<file path="src/hdl/drs_pkg.sv">
// drs_pkg: constants and types shared by the double radix sorter modules
// no dependencies

package drs_pkg;

    localparam int MAX_ITEMS     = 64;
    localparam int RADIX_BUCKETS = 256;
    localparam int DATA_W        = 64;
    localparam int ADDR_W        = $clog2(MAX_ITEMS);
    localparam int CNT_W         = $clog2(MAX_ITEMS + 1);
    localparam int DIGIT_W       = 8;
    localparam int PASS_W        = 4;
    localparam int NUM_PASSES    = 9;

    typedef logic [DATA_W-1:0]  data_t;
    typedef logic [ADDR_W-1:0]  addr_t;
    typedef logic [CNT_W-1:0]   cnt_t;
    typedef logic [DIGIT_W-1:0] digit_t;

    // bucket table commands
    typedef struct packed {
        logic   wr;
        digit_t waddr;
        cnt_t   wdata;
        digit_t raddr;
    } bkt_cmd_t;

    function automatic digit_t digit_of(input data_t v, input logic [PASS_W-1:0] pass);
        logic [2:0] k;
        begin
            k = (pass >= PASS_W'(8)) ? 3'd7 : pass[2:0];
            digit_of = v[k*8 +: 8];
        end
    endfunction

endpackage

</file>
<file path="src/hdl/drs_data_ram.sv">
// drs_data_ram: element buffer, one write port and one registered read port
// depends on drs_pkg

module drs_data_ram (
    input  logic          clk,
    input  logic          we,
    input  drs_pkg::addr_t waddr,
    input  drs_pkg::data_t wdata,
    input  drs_pkg::addr_t raddr,
    output drs_pkg::data_t rdata
);
    import drs_pkg::*;

    data_t mem [MAX_ITEMS];

    always_ff @(posedge clk)
    begin
        if (we)
        begin
            mem[waddr] <= wdata;
        end
        rdata <= mem[raddr];
    end

endmodule

</file>
<file path="config.mk">
export PLATFORM = sky130hd
export DESIGN_NAME = drs_data_ram
export DESIGN_NICKNAME = d
export VERILOG_FILES = /design/src/hdl/drs_pkg.sv /design/src/hdl/drs_data_ram.sv
export SDC_FILE = /design/constraint.sdc
export NUM_CORES = 2
export LEC_CHECK = 0
export BUFFER_PORTS_ARGS = -buffer_cell sky130_fd_sc_hd__clkbuf_2
export CAP_MARGIN = 20
export CORE_ASPECT_RATIO = 1.25
export CORE_UTILIZATION = 65
export DETAILED_ROUTE_END_ITERATION = 6
export GPL_ROUTABILITY_DRIVEN = 0
export GPL_TIMING_DRIVEN = 1
export PLACE_DENSITY = 0.83
export SLEW_MARGIN = 25
export SYNTH_ARGS = -nofsm -noshare
export SYNTH_HDL_FRONTEND = slang
export SYNTH_SLANG_ARGS = --single-unit
</file>
<file path="constraint.sdc">
create_clock -name clk -period 13.2 [get_ports clk]
set_clock_uncertainty 0.05 [all_clocks]
set_input_delay 1.98 -clock clk [delete_from_list [all_inputs] [get_ports clk]]
set_output_delay 1.98 -clock clk [all_outputs]
set_load 0.005 [all_outputs]
</file>
# After elaboration in Yosys (flattened, before gate mapping)
# Memories as Yosys holds them, arrays and structs flattened. A register that Yosys moved wholly into a read port is not among the register bits.
# Index checks and enable logic that the tools add are counted.
[totals]
mem_count = 1
ff_bits = 0
inputBits = 78
out_inout_bits = 64
ramBits = 4096
[mem_list]
columns = ["name", "words", "width", "read_ports", "rd_ports_with_merged_regs", "write_ports", "line_no", "text"]
rows = [
  ["mem", 64, 64, 1, 1, 1, "drs_data_ram.sv:14", "data_t mem [MAX_ITEMS];"],
]
[classes]
n_mux = 2
[ops]
columns = ["cell", "count"]
rows = [
  ["2-to-1 mux 1 bit", 2],
]

# Depth between registers and ports, before layout
[logic_depth]
word_depth = 2
depth_mapped = 9
mapped_depth_nobuf = 5

# Worst setup path before layout
# No wires, ideal clock.
[synth_timing]
path_kind = "input-to-reg"
startpoint = "input waddr[3]"
endpoint = "memory mem[48][0] in the netlist's numbering, enable pin"
n_path_buf = 1
setup_slack_ns = 5.734
arrival_time_ns = 6.852
path_stages = 4
t_required_ns = 12.586
setup_time_ns = 0.564
cell_sequence = "clkbuf_1 > nor2b_1 > nand4b_1 > nor3_1"
[synth_rtl]
columns = ["item", "line_no", "text"]
rows = [
  ["start, declared", "drs_data_ram.sv:7", "input drs_pkg::addr_t waddr,"],
  ["end, declared", "drs_data_ram.sv:14", ""],
]
# No word-level cell before the write port.

==> impl_metrics.toml <==
[yosys]
synth.area.mux_share_pct = 15.61
synth.yosys.seq_area_share_pct = 79.49
synth_cell_type_count = 33
synthXorXnorAreaFrac_pct = 0
synth_top_family_by_area = "multiplexers"
number_of_register_bits_inferred_by_synthesis = 4160
post_synth_and_or_nand_nor_area_fraction_pct = 1.240
synthesis.yosys.warnings = 0
syn_avg_cell_area_um2 = 23.70
adder_cell_share_of_the_synthesized_area_pct = 0
synth_instances = 6598
postSynthNetCount = 6676
synth_area_um2 = 156300
area_fraction_in_compound_gates_after_synthesis_pct = 2.477

[sta]
grt_setup_unrepaired = "false"
timing.max_slew.rel_slack_pct = 16.10
report.final.setup_viol = 0
timing.fmax_ghz = 0.1745
post_route_worst_setup_slack_ns = 7.468
timing.final.hold_violations = 0
worst_slew_pin_slew_ns = 1.255
fin_hold_ws_ns = 0.8186
final_max_slew_viol_count = 0
period_utilisation_layout_pct = 43.42
timing.final.crit_period_ns = 5.732
tns_ns = 0

[final_layout]
final_net_count = 7009
final_design_area_no_fill_um2 = 173900
layout.cells.non_filler = 10400
final_cell_mix = "edfxtp_1, mux4_2, clkbuf_16"
final_core_util_pct = 73.00
area_growth_syn_to_layout_pct = 11.23
most_common_cell_after_layout_fill_and_taps_aside = "edfxtp_1"
drive_gt1_share_pct = 27.60

[route]
ant_nets = 0
via_count = 82650
drt-total-wl_mm = 486.5
wl_per_cell_um = 46.77
drt_pre_antenna_iters = 7
post-route-drc-count = 4
drt-initial-drc-count = 15710
viasPerCell = 7.945

[clocking]
ctsLongestPathBuffers = 4
cts_sinks = 4160
clk-insertion-delay-late_ns = 0.95
cts_max_level = 5
cts_root_buf = "clkbuf_16"
tritoncts = "built"
cts_made_buffers = 373
cts_repair_resize_count = 0
post_cts.repair.setup_buffers = 0
holdBufCountCts = 0
clkTransAtPathRegs_ns = 0.07

[critical_path]
endpoint_kind = "register"
timing.critical_path.required_ns = 13.91
worstSetupPathType = "in -> reg"
crit_path_start_kind = "primary input"
cp_data_arrival_time_ns = 6.44
cp_max_fo = 81

[die]
floorplan.io_pins = 142
floorplan.initialDensity_pct = 65.63
fp.coreArea_um2 = 238200
row_count = 200
dieArea_um2 = 242500
die_height_um = 550.3
fp.dieW_um = 440.7

[pwr]
p_total_mw = 27.26
leakagePower_nw = 54.24
vdd.ir_drop.worst_v = 0.0001531
power_density_nw_per_um2 = 156.7

[global_routing]
vias_in_the_first_global_route = 84810
globalRoute.totalOverflow = 0
initial_antenna_violation_count = 31
grtUsageTotal_pct = 40.60
grt_pass1_wl_mm = 666.0
grt_max_degree = 128

[outcome]
status = "complete, but fails checks"
failed_checks = "design-rule violations"

[place]
hpwlAfterDp_mm = 218.7
placed_cell_area_um2 = 161400
placed_cells = 9683
place.port_buffers = 141
minimum_setup_slack_after_placement_ns = 6.636

[flow_run]
maxCapViolations = 0

[worst_hold_path]
holdCritPathClass = "reg -> reg"
==> worst max-delay path, stage by stage <==
cell and delay, ns:
buf_8 0.50, buf_4 0.93, buf_4 0.79, buf_6 0.79, mux4_2 0.46, mux2i_1 0.25
nand2_1 0.13, a31oi_1 0.23, a211oi_1 0.08
==> power breakdown <==
part           switching [mW]  leakage, nW  internal [mW]  total, mW
registers              0.0761         37.4           14.6       14.7
logic                   0.817         10.9          0.451       1.27
clock network            5.10         5.95           6.19       11.3
total                    5.99         54.2           21.3       27.3
==> synth_stat cells, drive strengths merged <==
| library cell | number | area share (%) |
|---|---|---|
| a31oi | 18 | 0.072 |
| or2 | 28 | 0.11 |
| a41oi | 26 | 0.15 |
| mux4 | 1024 | 15 |
| o22ai | 83 | 0.33 |
| a211oi | 63 | 0.30 |
| or3 | 29 | 0.12 |
| clkbuf | 140 | 0.34 |
| nand2 | 58 | 0.14 |
| mux2i | 135 | 0.86 |
| nor3 | 2 | 0.0064 |
| nand2b | 11 | 0.044 |
| nand3b | 2 | 0.0096 |
| buf | 230 | 0.80 |
| nor2b | 28 | 0.11 |
| nand4 | 2 | 0.0080 |
| a2bb2oi | 19 | 0.11 |
| nand4b | 1 | 0.0056 |
| and2 | 3 | 0.012 |
| nor2 | 112 | 0.27 |
| a31o | 1 | 0.0056 |
| a22o | 88 | 0.49 |
| o221ai | 38 | 0.21 |
| a22oi | 168 | 0.81 |
| edfxtp | 4096 | 79 |
| nand3 | 45 | 0.14 |
| inv | 19 | 0.046 |
| and3 | 64 | 0.26 |
| or3b | 1 | 0.0056 |
| dfxtp | 64 | 0.82 |
==> cell families after synthesis <==
logic type      Yosys count
compound gates          504
flops                  4160
simple gates            386
buf+inv                 389
mux                    1159
==> final timing paths <==
check | start | endpoint | slack (ns) | depth (start not counted)
setup reg to reg | mem[36][11] | rdata[11] | 10.74 | 4
setup / recovery | raddr[2] | rdata[31] | 7.47 | 9
hold / removal | mem[55][30] | rdata[30] | 0.82 | 4
hold reg to reg | mem[55][30] | rdata[30] | 0.82 | 4
==> routing by layer <==
metal / up-vias / GRT usage, % / part of all wire, % / wire length [um]
met2: 9574 / 63.39 / 48 / 232800
met3: 2480 / 11.70 / 15 / 72530
li1: 29100 / - / - / -
met5: - / 0 / 0.066 / 319
met4: 22 / 30.48 / 9.0 / 44020
met1: 41480 / 48.39 / 28 / 136900
==> flip-flops by register name (all words and copies together) (netlist names) <==
signal / cells
rdata: 64
mem: 4096
==> cell type report <==
class	instances	area, um^2
Sequential cell	4160	124300
Fill cell	11570	64320
Multi-Input combinational cell	2049	30790
Clock buffer	472	9933
Tap cell	3131	3918
Timing Repair Buffer	328	2530
Clock inverter	205	2298
Antenna cell	38	95.09
Inverter	19	71.32
(Power assumes the default switching activity.)
