**src/hdl/drs_pkg.sv**
```systemverilog
// drs_pkg: constants and types shared by the double radix sorter modules
// no dependencies

package drs_pkg;

    localparam int MAX_ITEMS     = 64;
    localparam int RADIX_BUCKETS = 256;
    localparam int DATA_W        = 64;
    localparam int ADDR_W        = $clog2(MAX_ITEMS);
    localparam int CNT_W         = $clog2(MAX_ITEMS + 1);
    localparam int DIGIT_W       = 8;
    localparam int PASS_W        = 4;
    localparam int NUM_PASSES    = 9;

    typedef logic [DATA_W-1:0]  data_t;
    typedef logic [ADDR_W-1:0]  addr_t;
    typedef logic [CNT_W-1:0]   cnt_t;
    typedef logic [DIGIT_W-1:0] digit_t;

    // bucket table commands
    typedef struct packed {
        logic   wr;
        digit_t waddr;
        cnt_t   wdata;
        digit_t raddr;
    } bkt_cmd_t;

    function automatic digit_t digit_of(input data_t v, input logic [PASS_W-1:0] pass);
        logic [2:0] k;
        begin
            k = (pass >= PASS_W'(8)) ? 3'd7 : pass[2:0];
            digit_of = v[k*8 +: 8];
        end
    endfunction

endpackage

```
**src/hdl/drs_bucket_ram.sv**
```systemverilog
// drs_bucket_ram: bucket count and position table, 256 entries
// depends on drs_pkg

module drs_bucket_ram (
    input  logic              clk,
    input  drs_pkg::bkt_cmd_t cmd,
    output drs_pkg::cnt_t     rdata
);
    import drs_pkg::*;

    cnt_t mem [RADIX_BUCKETS];

    always_ff @(posedge clk)
    begin
        if (cmd.wr)
        begin
            mem[cmd.waddr] <= cmd.wdata;
        end
        rdata <= mem[cmd.raddr];
    end

endmodule

```
**config.mk**
```make
export PLATFORM = sky130hd
export DESIGN_NAME = drs_bucket_ram
export DESIGN_NICKNAME = d
export VERILOG_FILES = /design/src/hdl/drs_pkg.sv /design/src/hdl/drs_bucket_ram.sv
export SDC_FILE = /design/constraint.sdc
export NUM_CORES = 2
export LEC_CHECK = 0
export ABC_CLOCK_PERIOD_IN_PS = 2300
export BUFFER_PORTS_ARGS = -buffer_cell sky130_fd_sc_hd__buf_4
export CORE_MARGIN = 8
export CORE_UTILIZATION = 59
export CTS_BUF_LIST = sky130_fd_sc_hd__clkbuf_4 sky130_fd_sc_hd__clkbuf_8
export CTS_CLUSTER_DIAMETER = 120
export DETAILED_ROUTE_END_ITERATION = 10
export PLACE_DENSITY = 0.75
export SLEW_MARGIN = 5
export SYNTH_ARGS = -nofsm -noshare
export SYNTH_HDL_FRONTEND = slang
export SYNTH_SLANG_ARGS = --single-unit
```
**constraint.sdc**
```tcl
create_clock -name clk -period 2.3 [get_ports clk]
set_clock_uncertainty 0.1 [all_clocks]
set_input_delay 0.46 -clock clk [delete_from_list [all_inputs] [get_ports clk]]
set_output_delay 0.46 -clock clk [all_outputs]
set_load 0.005 [all_outputs]
```
# Word level (Yosys, flattened, before mapping)
# Memories as Yosys holds them, arrays and structs flattened. A register that Yosys moved wholly into a read port is not among the register bits.
# Index checks and enable logic that the tools add are counted.
word_totals:
  mem_count: 1
  input_bits: 25
  elab_cells: 3
  ramBits: 1792
  register_bits: 0
memory_table:
  columns: ["memory", "depth", "width", "rd", "rd_ports_with_merged_regs", "write_ports", "line", "rtl"]
  rows:
  - ["mem", 256, 7, 1, 1, 1, "drs_bucket_ram.sv:11", "cnt_t mem [RADIX_BUCKETS];"]
classes:
  mux: 2
ops:
  columns: ["cell", "n"]
  rows:
  - ["$mux W1", 2]

# Logic depth before layout (Yosys ltp)
logic_depth:
  depth_word: 2
  mapped_depth: 12

# Worst setup path before layout
# No wires, ideal clock.
synth_path:
  path_kind: "input to register"
  startpoint: "in cmd[0] (netlist name)"
  endpoint: "reg rdata[6], read port of mem"
  stages: 9
  arrival_ns: 2.228
  slack_ns: -0.155
  n_path_buf: 4
  cell_sequence: "buf_6 buf_8 buf_6 buf_6 mux4_2 a221oi_1 o22ai_1 nor3_1 nor4_2"
synth_rtl:
  columns: ["element", "line", "rtl"]
  rows:
  - ["start: declaration", "drs_bucket_ram.sv:6", "input drs_pkg::bkt_cmd_t cmd,"]
  - ["end: declaration", "drs_bucket_ram.sv:7", "output drs_pkg::cnt_t rdata"]

==> reports/results.tsv <==
stage	metric	value	unit
outcome	status	finished, final reports clean	
yosys	synth-main-ff-cell	edfxtp_1	
yosys	syn_nets	3406	
clock_tree	htreeDepth	5	
route	vias	38333	
yosys	synth.avg_cell_area	20.8	um^2
yosys	synth-seq-cells	1799	
yosys	netlist_top_cells_count	1792 x edfxtp_1, 380 x mux4_2, 294 x nor2_1	
global_routing	grt_overflow	0	
yosys	netlist_instances	3381	
clock_tree	post_cts_buffers	0	
yosys	yosysWarnings	0	
yosys	synth.most_common_cell	edfxtp_1	
global_routing	grt_pass1_wl	254	mm
timing	setup_tns	0	ns
timing	drv_slew	0	
place	place_hpwl	115	mm
critical_path	r2r_cells	6	
timing	max_freq	438	MHz
pwr	p_comb_share	6.0	%
global_routing	grt_start_max_net_pins	93	
pwr	swShare	21.5	%
clock_tree	cts_root_buffer	clkbuf_8	
timing	setup_viol_count_final	0	
clock_tree	cts_buffer_depth	4	
floorplan	rows	126	
route	dr.pass1.iters	6	
pwr	seqPwrFrac	55.1	%
pwr	p_total	0.0657	W
pwr	vdd_drop_max	661	uV
yosys	synth_area_leaders	edfxtp_1 77%, mux4_2 12%, mux2i_1 2.2%	
critical_path	critical_path.max_stage_delay	0.98	ns
floorplan	die_w	361	um
place	placed_cells	5432	
yosys	synth-edff-count	1792	
critical_path	worstPathCellList	buf_4, buf_12, nor4b_1, a22oi_1, nand2_1, a2111oi_2, buf_4, nor3_4, nor4_2	
yosys	synth_top_area_share	76.7	%
route	wl	174	mm
place	place.gp.congestion	0.937	
yosys	syn_area	0.0702	mm^2
timing	slew_headroom	21.7	%
critical_path	arrival	3.01	ns
critical_path	critPathMaxFanout	22	
global_routing	first_global_vias	38901	
yosys	ys_types	53	
floorplan	pin_count	32	
yosys	async_flop_share	0	%
place	io_buffers	31	
critical_path	crit_top_cell	buf_4	
timing	period_share	99.2	%
pwr	power_density	792	mW/mm^2
yosys	ys_seq_area_share	76.9	%
route	drc	0	
pwr	clock_power_share	38.9	%
clock_tree	numCtsBuffers	291	
floorplan	start_util	59.4	%
pwr	intPower	0.0516	W
global_routing	grtUsageTotal	26.4	%
hold_path	holdPathStages	4	
pwr	leakagePower	27.5	nW
floorplan	core-area	0.118	mm^2
critical_path	cp-end-kind	flop	
clock_tree	clkSlewWorstSetupHoldPaths	0.06	ns
route	drt-vias-per-instance	6.48	
timing	hold_ws	0.110	ns
yosys	yosysTopAreaCell	edfxtp_1	
timing	hold_violations	0	
pwr	switchingPower	0.0141	W
clock_tree	cts_tree	done	
clock_tree	clock-sinks	1799	
cells_and_area	fin_nets	4216	
place	pre_cts_slack	-1.30	ns
timing	setup_ws	0.0185	ns
clock_tree	worstSkewPairLatency	0.99	ns
timing	worst_pin_slew	1.16	ns
cells_and_area	fin_cells	5920	
floorplan	die_h	361	um
route	dr.first_iter.drc_count	5491	
flow_run	cap_violations	0	
global_routing	antenna_found_initial	11	
hold_path	worst_hold_path_type	in -> reg	
cells_and_area	area_delta_synth_final	18.1	%
route	wire_per_inst	29.3	um
critical_path	required	3.03	ns
route	antenna_left	0	
critical_path	crit_slowest_cell	nor4b_1	
cells_and_area	drive_above_1_share	36.5	%
timing	finalCriticalPeriod	2.28	ns
critical_path	cp-start-kind	input pin	
floorplan	dieArea	0.130	mm^2
critical_path	worstSetupPathType	in -> reg	
==> critical path: cells and delay by family <==
family	cells	cell delay, ns
AND/OR/NAND/NOR	4	1.61
buffers and inverters	3	0.63
AO/OA/AOI/OAI	2	0.28
==> timing repair <==
item                       4_1_cts  5_1_grt
resized for setup               47       33
hold buffers                     8        0
hold endpoints to repair       386        0
setup endpoints to repair        9        7
pin swaps                       12       20
==> routing by layer <==
| layer | global-route usage [%] | wire, um | vias to the layer above |
|---|---|---|---|
| met5 | 0 | 27 | - |
| met2 | 40.7 | 82000 | 2615 |
| met3 | 6.09 | 20800 | 354 |
| met4 | 9.76 | 5890 | 4 |
| li1 | - | - | 15708 |
| met1 | 37.5 | 64900 | 19652 |
==> power groups by stage <==
stage	Combinational, W	Sequential, W	Clock [W]
global route	0.00412	0.0362	0.0273
floorplan	0.00185	0.0369	0
CTS	0.00388	0.0362	0.0259
detailed placement	0.00380	0.0369	0
global placement	0.00370	0.0369	0
finish	0.00396	0.0362	0.0255
==> cells by family after synthesis <==
group,after synthesis,share of synthesized area (%)
buffers and inverters,207,1.97
flip-flops,1799,76.9
AO/OA/AOI/OAI,284,2.93
multiplexers,547,14.8
AND/OR/NAND/NOR,544,3.43
==> worst paths after layout <==
kind | start | end | slack [ns]
min | cmd[21] | mem[231][5] | 0.11
max reg2reg | mem[235][5] | rdata[5] | 0.03
min reg2reg | mem[195][2] | rdata[2] | 0.95
max | cmd[2] | rdata[3] | 0.02
==> flip-flops by register name, indices dropped and copies added (netlist names) <==
signal / count
rdata: 7
mem: 1792
==> cell type report <==
class | instances | area (um^2)
sequential | 1799 | 54000
antenna | 8 | 20.0
clock inverter | 94 | 541
tap | 1536 | 1920
inverter | 3 | 11.3
fill | 6697 | 35200
timing repair buffer | 721 | 6430
clock buffer | 384 | 4720
multi-input combinational | 1375 | 15300
==> through the flow <==
stage / utilization (%) / area (um^2)
CTS: 70.1 / 82700
detailed placement: 65.4 / 77200
global route: 70.2 / 82900
global placement: 65.4 / 77200
floorplan: - / 70400
finish: 70.2 / 82900
==> cells in the final DEF, fill, tap and decap left out, drive strengths merged, types with 2 or more instances in the layout <==
cell	count
mux2	2
and3	2
and2	5
a22o	14
mux2i	155
clkbuf	391
bufinv	5
a211oi	4
edfxtp	1792
o221ai	6
nor3	38
o21ai	18
o2111ai	14
dfxtp	7
dlygate4sd3	8
inv	4
nor3b	8
o211a	6
nand2b	14
a221oi	20
o22ai	71
a22oi	61
mux4	390
a2111oi	15
clkinv	82
nor2b	17
a21o	6
a21oi	46
nand3	40
clkinvlp	6
buf	706
nor2	294
diode	8
or2	2
nand2	74
nand4	9
nor4	36
No activity file was read; power rests on OpenSTA's default activity.
